`src/hw/rtl/assert_macros.svh`:
```
// Assertion macros shared by the RTL; they compile to nothing when SYNTH is set.
`ifndef ASSERT_MACROS_SVH
`define ASSERT_MACROS_SVH
`ifndef SYNTH
// Antecedent implies consequent in the same cycle.
`define ASSERT_IMPLY(label, clk, rst, ante, cons, msg) \
   label: assert property (@(posedge clk) disable iff (rst) (ante) |-> (cons)) else $error(msg);
// Antecedent implies consequent in the next cycle.
`define ASSERT_NEXT(label, clk, rst, ante, cons, msg) \
   label: assert property (@(posedge clk) disable iff (rst) (ante) |=> (cons)) else $error(msg);
`else
`define ASSERT_IMPLY(label, clk, rst, ante, cons, msg)
`define ASSERT_NEXT(label, clk, rst, ante, cons, msg)
`endif
`endif

```
`src/hw/rtl/mspc_pkg.sv`:
```
// Types and constants of the motor speed PID controller.
package mspc_pkg;

   localparam logic [15:0] PULSES_PER_REV = 16'd256;

   typedef logic signed [31:0] pulse_type;
   typedef logic signed [8:0]  duty_type;
   typedef logic signed [23:0] speed_type;
   typedef logic [4:0]         paddr_type;
   typedef logic [31:0]        word_type;

   // Register indexes (byte address divided by four).
   localparam logic [2:0] REG_TARGET   = 3'd0;
   localparam logic [2:0] REG_KP       = 3'd1;
   localparam logic [2:0] REG_KI       = 3'd2;
   localparam logic [2:0] REG_KD       = 3'd3;
   localparam logic [2:0] REG_FF       = 3'd4;
   localparam logic [2:0] REG_INTERVAL = 3'd5;

   localparam logic [15:0] INTERVAL_RESET = 16'd20;
   localparam int          GLITCH_LIMIT   = 1000;
   // 1000 ms per second times 2^16 for the Q16 result.
   localparam logic [25:0] SPEED_SCALE    = 26'd65536000;
   localparam int          INTEG_LIMIT    = 65536000;
   localparam int          DEADBAND       = 30;
   localparam int          DUTY_MAX       = 255;

   // Shared restoring divider.
   localparam int DIV_W        = 64;
   localparam int SPD_STEPS    = 36;
   localparam int DERIV_STEPS  = 57;
   localparam int CNT_W        = 6;

endpackage

```
`src/hw/rtl/motor_speed_pid_controller.sv`:
```
// Motor speed PID controller with feedforward: one shared multiplier and divider.
//
// Each request carries the cumulative encoder pulse count of one control tick.
// A pulse delta above 1000 in magnitude is a glitch: the count is stored, no
// response is sent, and the block is ready again in the next cycle. In a normal
// tick the bit-serial divider forms the speed, a single 24x28 signed multiplier
// forms the integral, feedforward, proportional, integral and derivative
// products in turn, and the divider forms the derivative term scaled by
// 1000/interval. The divider retires one quotient bit per cycle. req_stall is
// high while a tick is in work. The response register decouples the output,
// so a new request is taken while a finished response still waits. Registers
// must be written through the APB-style port only while idle; the block does
// not enforce this. An interval of zero is treated as one.
module motor_speed_pid_controller (
   input  logic                clock,
   input  logic                reset,
   input  logic                req_valid,
   output logic                req_stall,
   input  mspc_pkg::pulse_type req_pulse_count,
   output logic                rsp_valid,
   input  logic                rsp_stall,
   output mspc_pkg::duty_type  rsp_drive_duty,
   output mspc_pkg::speed_type rsp_measured_speed,
   input  logic                psel,
   input  logic                penable,
   input  logic                pwrite,
   input  mspc_pkg::paddr_type paddr,
   input  mspc_pkg::word_type  pwdata,
   output mspc_pkg::word_type  prdata,
   output logic                pready
);
   import mspc_pkg::*;

`include "assert_macros.svh"

   typedef enum logic [15:0] {
      S_IDLE   = 16'h0001,
      S_MDELTA = 16'h0002,
      S_SDIV   = 16'h0004,
      S_SPEED  = 16'h0008,
      S_ERR    = 16'h0010,
      S_IMUL   = 16'h0020,
      S_INTEG  = 16'h0040,
      S_FF     = 16'h0080,
      S_KP     = 16'h0100,
      S_KI     = 16'h0200,
      S_KD     = 16'h0400,
      S_KDMAG  = 16'h0800,
      S_DLOAD  = 16'h1000,
      S_DDIV   = 16'h2000,
      S_DADD   = 16'h4000,
      S_OUT    = 16'h8000
   } state_type;

   // Configuration registers.
   logic signed [23:0] target_ff, kp_ff, ki_ff, kd_ff, ffg_ff;
   logic [15:0]        ivl_ff;
   logic [15:0]        ivl_eff;

   // Sequencer and datapath registers.
   state_type          state_ff, state_in;
   logic [CNT_W-1:0]   cnt_ff, cnt_in;
   pulse_type          prev_cnt_ff, prev_cnt_in;
   pulse_type          delta_ff, delta_in;
   logic [DIV_W-1:0]   div_q_ff, div_q_in;
   logic [31:0]        div_r_ff, div_r_in;
   logic [31:0]        div_d_ff, div_d_in;
   logic               neg_ff, neg_in;
   logic signed [23:0] speed_ff, speed_in;
   logic signed [23:0] err_ff, err_in;
   logic signed [23:0] prev_err_ff, prev_err_in;
   logic signed [27:0] integ_ff, integ_in;
   logic signed [24:0] diff_ff, diff_in;
   logic signed [51:0] prod_ff, prod_in;
   logic signed [63:0] acc_ff, acc_in;
   logic [46:0]        pmag_ff, pmag_in;
   logic               rsp_valid_ff, rsp_valid_in;
   duty_type           duty_ff, duty_in;
   speed_type          mspeed_ff, mspeed_in;

   // Shared multiplier and divider step.
   logic signed [23:0] mul_a;
   logic signed [27:0] mul_b;
   logic signed [51:0] mul_p;
   logic [32:0]        r_sh;
   logic [33:0]        r_sub;
   logic               fits;

   logic               accept, slot_free, glitch, rnd;
   pulse_type          delta_now;
   logic [10:0]        dmag;
   logic [56:0]        px, px1000;
   logic [35:0]        qmag;
   logic signed [24:0] esub;
   logic signed [40:0] isum;
   logic signed [31:0] duty_t;
   logic               cfg_wr;

   assign pready    = 1'b1;
   assign cfg_wr    = psel && penable && pwrite;
   assign ivl_eff   = (ivl_ff == 16'd0) ? 16'd1 : ivl_ff;
   assign req_stall = (state_ff != S_IDLE);
   assign accept    = req_valid && !req_stall;
   assign slot_free = !rsp_valid_ff || !rsp_stall;

   assign rsp_valid          = rsp_valid_ff;
   assign rsp_drive_duty     = duty_ff;
   assign rsp_measured_speed = mspeed_ff;

   always_comb begin
      unique case (paddr[4:2])
         REG_TARGET:   prdata = {8'd0, target_ff};
         REG_KP:       prdata = {8'd0, kp_ff};
         REG_KI:       prdata = {8'd0, ki_ff};
         REG_KD:       prdata = {8'd0, kd_ff};
         REG_FF:       prdata = {8'd0, ffg_ff};
         REG_INTERVAL: prdata = {16'd0, ivl_ff};
         default:      prdata = 32'd0;
      endcase
   end

   assign mul_p = mul_a * mul_b;

   // One restoring division step per cycle.
   assign r_sh  = {div_r_ff, div_q_ff[DIV_W-1]};
   assign r_sub = {1'b0, r_sh} - {2'b00, div_d_ff};
   assign fits  = !r_sub[33];

   assign delta_now = req_pulse_count - prev_cnt_ff;
   assign glitch    = (delta_now > 32'sd1000) || (delta_now < -32'sd1000);
   assign dmag      = delta_ff[31] ? 11'(-delta_ff) : delta_ff[10:0];
   assign qmag      = div_q_ff[SPD_STEPS-1:0];
   assign esub      = 25'(target_ff) - 25'(speed_ff);
   assign isum      = 41'(integ_ff) + 41'(signed'(prod_ff[39:0]));
   assign px        = {10'd0, pmag_ff};
   assign px1000    = (px << 10) - (px << 4) - (px << 3);
   assign rnd       = acc_ff[63] && (acc_ff[31:0] != 32'd0);
   assign duty_t    = acc_ff[63:32] + {31'd0, rnd};

   always_comb begin
      state_in     = state_ff;
      cnt_in       = cnt_ff;
      prev_cnt_in  = prev_cnt_ff;
      delta_in     = delta_ff;
      div_q_in     = div_q_ff;
      div_r_in     = div_r_ff;
      div_d_in     = div_d_ff;
      neg_in       = neg_ff;
      speed_in     = speed_ff;
      err_in       = err_ff;
      prev_err_in  = prev_err_ff;
      integ_in     = integ_ff;
      diff_in      = diff_ff;
      prod_in      = prod_ff;
      acc_in       = acc_ff;
      pmag_in      = pmag_ff;
      rsp_valid_in = rsp_valid_ff && rsp_stall;
      duty_in      = duty_ff;
      mspeed_in    = mspeed_ff;
      mul_a        = 24'sd0;
      mul_b        = 28'sd0;
      unique case (state_ff)
         S_IDLE: begin
            if (accept) begin
               prev_cnt_in = req_pulse_count;
               delta_in    = delta_now;
               if (!glitch) begin
                  state_in = S_MDELTA;
               end
            end
         end
         S_MDELTA: begin
            div_q_in = {36'(dmag) * 36'(SPEED_SCALE), {(DIV_W-SPD_STEPS){1'b0}}};
            div_r_in = 32'd0;
            div_d_in = {16'd0, PULSES_PER_REV} * {16'd0, ivl_eff};
            neg_in   = delta_ff[31];
            cnt_in   = CNT_W'(SPD_STEPS);
            state_in = S_SDIV;
         end
         S_SDIV, S_DDIV: begin
            div_r_in = fits ? r_sub[31:0] : r_sh[31:0];
            div_q_in = {div_q_ff[DIV_W-2:0], fits};
            cnt_in   = cnt_ff - CNT_W'(1);
            if (cnt_ff == CNT_W'(1)) begin
               state_in = (state_ff == S_SDIV) ? S_SPEED : S_DADD;
            end
         end
         S_SPEED: begin
            if (!neg_ff) begin
               speed_in = (qmag > 36'd8388607) ? 24'sh7FFFFF : signed'(qmag[23:0]);
            end else begin
               speed_in = (qmag > 36'd8388608) ? -24'sh800000
                                               : signed'(24'(-qmag[23:0]));
            end
            state_in = S_ERR;
         end
         S_ERR: begin
            if (esub > 25'sd8388607) begin
               err_in = 24'sh7FFFFF;
            end else if (esub < -25'sd8388608) begin
               err_in = -24'sh800000;
            end else begin
               err_in = esub[23:0];
            end
            state_in = S_IMUL;
         end
         S_IMUL: begin
            mul_a    = err_ff;
            mul_b    = signed'({12'd0, ivl_eff});
            prod_in  = mul_p;
            state_in = S_INTEG;
         end
         S_INTEG: begin
            if (isum > 41'(INTEG_LIMIT)) begin
               integ_in = 28'(INTEG_LIMIT);
            end else if (isum < -41'(INTEG_LIMIT)) begin
               integ_in = -28'(INTEG_LIMIT);
            end else begin
               integ_in = isum[27:0];
            end
            diff_in  = 25'(err_ff) - 25'(prev_err_ff);
            state_in = S_FF;
         end
         S_FF: begin
            mul_a    = ffg_ff;
            mul_b    = 28'(target_ff);
            prod_in  = mul_p;
            state_in = S_KP;
         end
         S_KP: begin
            acc_in   = 64'(prod_ff);
            mul_a    = kp_ff;
            mul_b    = 28'(err_ff);
            prod_in  = mul_p;
            state_in = S_KI;
         end
         S_KI: begin
            acc_in   = acc_ff + 64'(prod_ff);
            mul_a    = ki_ff;
            mul_b    = integ_ff;
            prod_in  = mul_p;
            state_in = S_KD;
         end
         S_KD: begin
            acc_in   = acc_ff + 64'(prod_ff);
            mul_a    = kd_ff;
            mul_b    = 28'(diff_ff);
            prod_in  = mul_p;
            state_in = S_KDMAG;
         end
         S_KDMAG: begin
            neg_in   = prod_ff[51];
            pmag_in  = 47'(prod_ff[51] ? -prod_ff : prod_ff);
            state_in = S_DLOAD;
         end
         S_DLOAD: begin
            div_q_in = {px1000, {(DIV_W-DERIV_STEPS){1'b0}}};
            div_r_in = 32'd0;
            div_d_in = {16'd0, ivl_eff};
            cnt_in   = CNT_W'(DERIV_STEPS);
            state_in = S_DDIV;
         end
         S_DADD: begin
            acc_in   = neg_ff ? acc_ff - signed'(div_q_ff) : acc_ff + signed'(div_q_ff);
            state_in = S_OUT;
         end
         S_OUT: begin
            if (slot_free) begin
               rsp_valid_in = 1'b1;
               mspeed_in    = speed_ff;
               prev_err_in  = err_ff;
               if (duty_t > -32'sd30 && duty_t < 32'sd30) begin
                  duty_in = 9'sd0;
               end else if (duty_t > 32'sd255) begin
                  duty_in = 9'sd255;
               end else if (duty_t < -32'sd255) begin
                  duty_in = -9'sd255;
               end else begin
                  duty_in = duty_t[8:0];
               end
               state_in = S_IDLE;
            end
         end
         default: begin
            state_in = S_IDLE;
         end
      endcase
   end

   always_ff @(posedge clock) begin
      if (reset) begin
         state_ff     <= S_IDLE;
         cnt_ff       <= '0;
         rsp_valid_ff <= 1'b0;
         prev_cnt_ff  <= '0;
         prev_err_ff  <= '0;
         integ_ff     <= '0;
         target_ff    <= '0;
         kp_ff        <= '0;
         ki_ff        <= '0;
         kd_ff        <= '0;
         ffg_ff       <= '0;
         ivl_ff       <= INTERVAL_RESET;
      end else begin
         state_ff     <= state_in;
         cnt_ff       <= cnt_in;
         rsp_valid_ff <= rsp_valid_in;
         prev_cnt_ff  <= prev_cnt_in;
         prev_err_ff  <= prev_err_in;
         integ_ff     <= integ_in;
         if (cfg_wr) begin
            unique case (paddr[4:2])
               REG_TARGET:   target_ff <= pwdata[23:0];
               REG_KP:       kp_ff     <= pwdata[23:0];
               REG_KI:       ki_ff     <= pwdata[23:0];
               REG_KD:       kd_ff     <= pwdata[23:0];
               REG_FF:       ffg_ff    <= pwdata[23:0];
               REG_INTERVAL: ivl_ff    <= pwdata[15:0];
               default: begin
               end
            endcase
         end
      end
   end

   always_ff @(posedge clock) begin
      delta_ff  <= delta_in;
      div_q_ff  <= div_q_in;
      div_r_ff  <= div_r_in;
      div_d_ff  <= div_d_in;
      neg_ff    <= neg_in;
      speed_ff  <= speed_in;
      err_ff    <= err_in;
      diff_ff   <= diff_in;
      prod_ff   <= prod_in;
      acc_ff    <= acc_in;
      pmag_ff   <= pmag_in;
      duty_ff   <= duty_in;
      mspeed_ff <= mspeed_in;
   end

   `ASSERT_IMPLY(a_div_cnt, clock, reset, (state_ff == S_SDIV || state_ff == S_DDIV), (cnt_ff != '0), "divider running with zero count")
   `ASSERT_NEXT(a_out_loads, clock, reset, (state_ff == S_OUT && slot_free), (rsp_valid_ff && state_ff == S_IDLE), "finished tick not presented")
   `ASSERT_IMPLY(a_integ_lim, clock, reset, 1'b1, (integ_ff <= 28'(INTEG_LIMIT) && integ_ff >= -28'(INTEG_LIMIT)), "integral outside its clamp")
   `ASSERT_NEXT(a_glitch_idle, clock, reset, (accept && glitch), (state_ff == S_IDLE && prev_cnt_ff == $past(req_pulse_count)), "glitch tick not dropped")

endmodule

```
`config.mk`:
```
export PLATFORM = sky130hd
export DESIGN_NAME = motor_speed_pid_controller
export DESIGN_NICKNAME = d
export VERILOG_FILES = /design/src/hw/rtl/mspc_pkg.sv /design/src/hw/rtl/motor_speed_pid_controller.sv
export VERILOG_INCLUDE_DIRS = /design/src /design/src/hw/rtl
export SDC_FILE = /design/constraint.sdc
export NUM_CORES = 2
export LEC_CHECK = 0
export ABC_AREA = 1
export BUFFER_PORTS_ARGS = -buffer_cell sky130_fd_sc_hd__buf_2
export CORE_AREA = 4 4 439 441
export DETAILED_ROUTE_END_ITERATION = 6
export DIE_AREA = 0 0 443 445
export PLACE_DENSITY = 0.52
export SKIP_LAST_GASP = 1
export SLEW_MARGIN = 20
export SYNTH_ARGS = -nofsm -noshare
export SYNTH_HDL_FRONTEND = slang
export SYNTH_SLANG_ARGS = --single-unit
```
`constraint.sdc`:
```
create_clock -name clock -period 21.7 [get_ports clock]
set_input_delay 4.34 -clock clock [delete_from_list [all_inputs] [get_ports clock]]
set_output_delay 4.34 -clock clock [all_outputs]
set_load 0.03 [all_outputs]
```
==> out/metrics.csv <==
metric,value,unit
status,finished clean,
flop-to-flop setup slack,11.11,ns
"commonest non-fill, non-tap cells in the layout","inv_1, nand2_1, nor2_1, fa_1, o21ai_0",
total gr overflow,0,
Tmin final,11.02,ns
cts repair resizes,0,
r2r endpoint,prod_ff[50],
WP data arrival,6.68,ns
vias in the first global route,67212,
Pwr Density,98.6,nW/um2
count of different cell masters after synthesis,72,
"Cell Area, Synth",75200,um2
post-route cell area,81500,um2
Worst-Skew Late Latency,0.75,ns
CTS Buf Count,85,
startpoint types,input port,
Setup Skew,0.0702,ns
Yosys reg bits,645,
main flop type after synthesis,edfxtp_1,
Async SR Flop Fraction,0,
Core Area,189000,um2
final total power,0.00803,W
critical path class,input port to primary output,
Routability Congestion,0.973,
Switching Fraction,0.469,
CTS tree,done,
Final setup viols,0,
vias,66741,
Final Hold Vio Count,0,
period utilization,0.508,
DRC,0,
routed vias/inst,5.30,
Worst setup EP type,primary output,
Syn. warnings,0,
CP max stage cell,clkinv_1,
worst-margin pin slew,1.16,ns
max incr delay on CP,0.91,ns
Starting Density,0.398,
largest net degree at the start of global routing,108,
Rows,160,
Post-synth EDFFs,402,
fin nets,11320,
I/O pin total,144,
die area,197000,um2
port bufs,124,
Syn Area/Cell,7.55,um2
Post-DP HPWL,222,mm
r2r worst-path depth,39,
sequential cell area fraction in the yosys report,0.225,
DR iter-0 viols,5566,
"most used cell, CP",buf_2,
Buf/Inv on CP,4,
Worst VDD drop,0.000571,V
leakage,38.6,nW
Int Pwr,0.00427,W
drt wl/cell,21.9,um
critical path's top delay family,buffers and inverters,
critical path endpoint,prdata[23],
Clock transition at path regs,0.06,ns
share of layout cells above drive strength 1,0.0566,
"critical path, cell by cell","buf_2, inv_1, nor3_1, clkinv_1, o221ai_1, buf_2",
setup repair bufs after CTS,0,
Max Clock Freq,90.8,MHz
Cells after Synth,9966,
cts hold-fix bufs,0,
worst-case clock buffer depth,3,
R2R Path Start,state_ff[3],
"Data required, critical path",17.36,ns
ANT nets after route,0,
dpl ws,10.78,ns
clock power share,0.175,
drt first pass iters,6,
"commonest non-fill, non-tap cell in the layout",inv_1,
Die X,443,um
RSZ-0062 raised after global routing,no,
H-Tree Depth,3,
WHS Path Cells,0,
Area after DPL,78700,um2
area delta synth->final,8.30,%
first-pass GRT wire length,416,mm
launch point of the worst path,paddr[2],
"Worst Setup Slack, final",10.68,ns
min-delay worst type,register to register,
Die Span Y,445,um
initial antenna violation count,2,
overall routing resource usage,0.277,
Combinational Power Share,0.608,
CTS root buf,clkbuf_16,
final wirelength,275,mm
Psw,0.00376,W
"Max FO, Critical Path",25,
number of cells on the critical path,6,
Worst slew margin,0.225,
max-cap violation count,0,
setup_tns,0,ns
"Slew Viols, Final",0,
clock sinks,645,
Seq pwr share,0.218,
[registers in the layout (all words and copies together), names as in the netlist, 6 cells and up]
signal,cells
acc_ff,64
div_q_ff,64
prod_ff,52
pmag_ff,47
div_r_ff,32
prev_cnt_ff,32
integ_ff,28
diff_ff,25
div_d_ff,24
err_ff,24
ffg_ff,24
kd_ff,24
ki_ff,24
kp_ff,24
prev_err_ff,24
rsp_measured_speed,24
speed_ff,24
target_ff,24
ivl_ff,16
state_ff,16
delta_ff,12
rsp_drive_duty,9
cnt_ff,6
[power groups by stage]
stage | clock [W] | combinational, W | sequential (W)
final | 0.00140 | 0.00488 | 0.00175
after detailed placement | 0 | 0.00494 | 0.00177
after global routing | 0.00149 | 0.00557 | 0.00176
after global placement | 0 | 0.00486 | 0.00177
after floorplan | 0 | 0.00351 | 0.00174
after CTS | 0.00144 | 0.00496 | 0.00175
[how the worst min path moves through the flow]
stage / startpoint / slack, ns / to
global route: speed_ff[20] / 0.46 / rsp_measured_speed[20]
detailed placement: speed_ff[22] / 0.45 / rsp_measured_speed[22]
global placement: speed_ff[23] / 0.44 / rsp_measured_speed[23]
CTS: speed_ff[20] / 0.45 / rsp_measured_speed[20]
floorplan: speed_ff[10] / 0.43 / rsp_measured_speed[10]
finish: speed_ff[20] / 0.45 / rsp_measured_speed[20]
[metal layers]
layer / share of wire / track usage / up-vias
li1: - / - / 31797
met1: 0.43 / 0.368 / 32390
met2: 0.46 / 0.459 / 2096
met3: 0.059 / 0.0355 / 458
met4: 0.045 / 0.109 / 0
met5: 0 / 0 / -
[stage by stage]
step           cells  hold slack (ns)  utilization
2_1_floorplan   9973            0.426            -
3_3_place_gp   12438            0.442        0.416
3_5_place_dp   12438            0.448        0.416
4_1_cts        12590            0.449        0.431
5_1_grt        12591            0.460        0.431
6_report       12592            0.452        0.431
[kinds of logic after synthesis]
group	share of synthesized area
AO/OA/AOI/OAI	0.135
XOR/XNOR	0.0370
buffers and inverters	0.118
other	0.0000998
flip-flops	0.225
adder cells (fa/ha/maj)	0.282
AND/OR/NAND/NOR	0.203
[cell usage after synthesis, types with 96 or more instances]
library cell | number | area share
a21oi_1 | 656 | 0.044
o22ai_1 | 96 | 0.0080
nor2_1 | 1032 | 0.052
xor2_1 | 200 | 0.023
clkbuf_1 | 163 | 0.0081
inv_1 | 1976 | 0.099
edfxtp_1 | 402 | 0.16
nand3_1 | 278 | 0.018
nand2_1 | 1961 | 0.098
o21ai_0 | 668 | 0.044
xnor2_1 | 116 | 0.014
nor3_1 | 103 | 0.0069
dfxtp_1 | 243 | 0.065
fa_1 | 775 | 0.21
ha_1 | 455 | 0.076
[worst reg2reg max path: cells and delay by family, from the launching register on]
kind            cells  cell delay [ns]
flops               1             0.32
compound gates      4             0.64
simple gates       12             2.16
fa+ha+maj           8             4.33
xor+xnor            1             0.17
buf+inv            14             2.68
[cell type report]
cell class	instances	area, um2
clock inverters	46	495
flip-flops and latches	645	16900
fillers	19581	108000
multi-input cells	7021	49600
repair buffers	222	1360
diodes	2	5.00
clock buffers	106	2260
inverters	2039	7660
well taps	2511	3140
(Power assumes the default switching activity.)
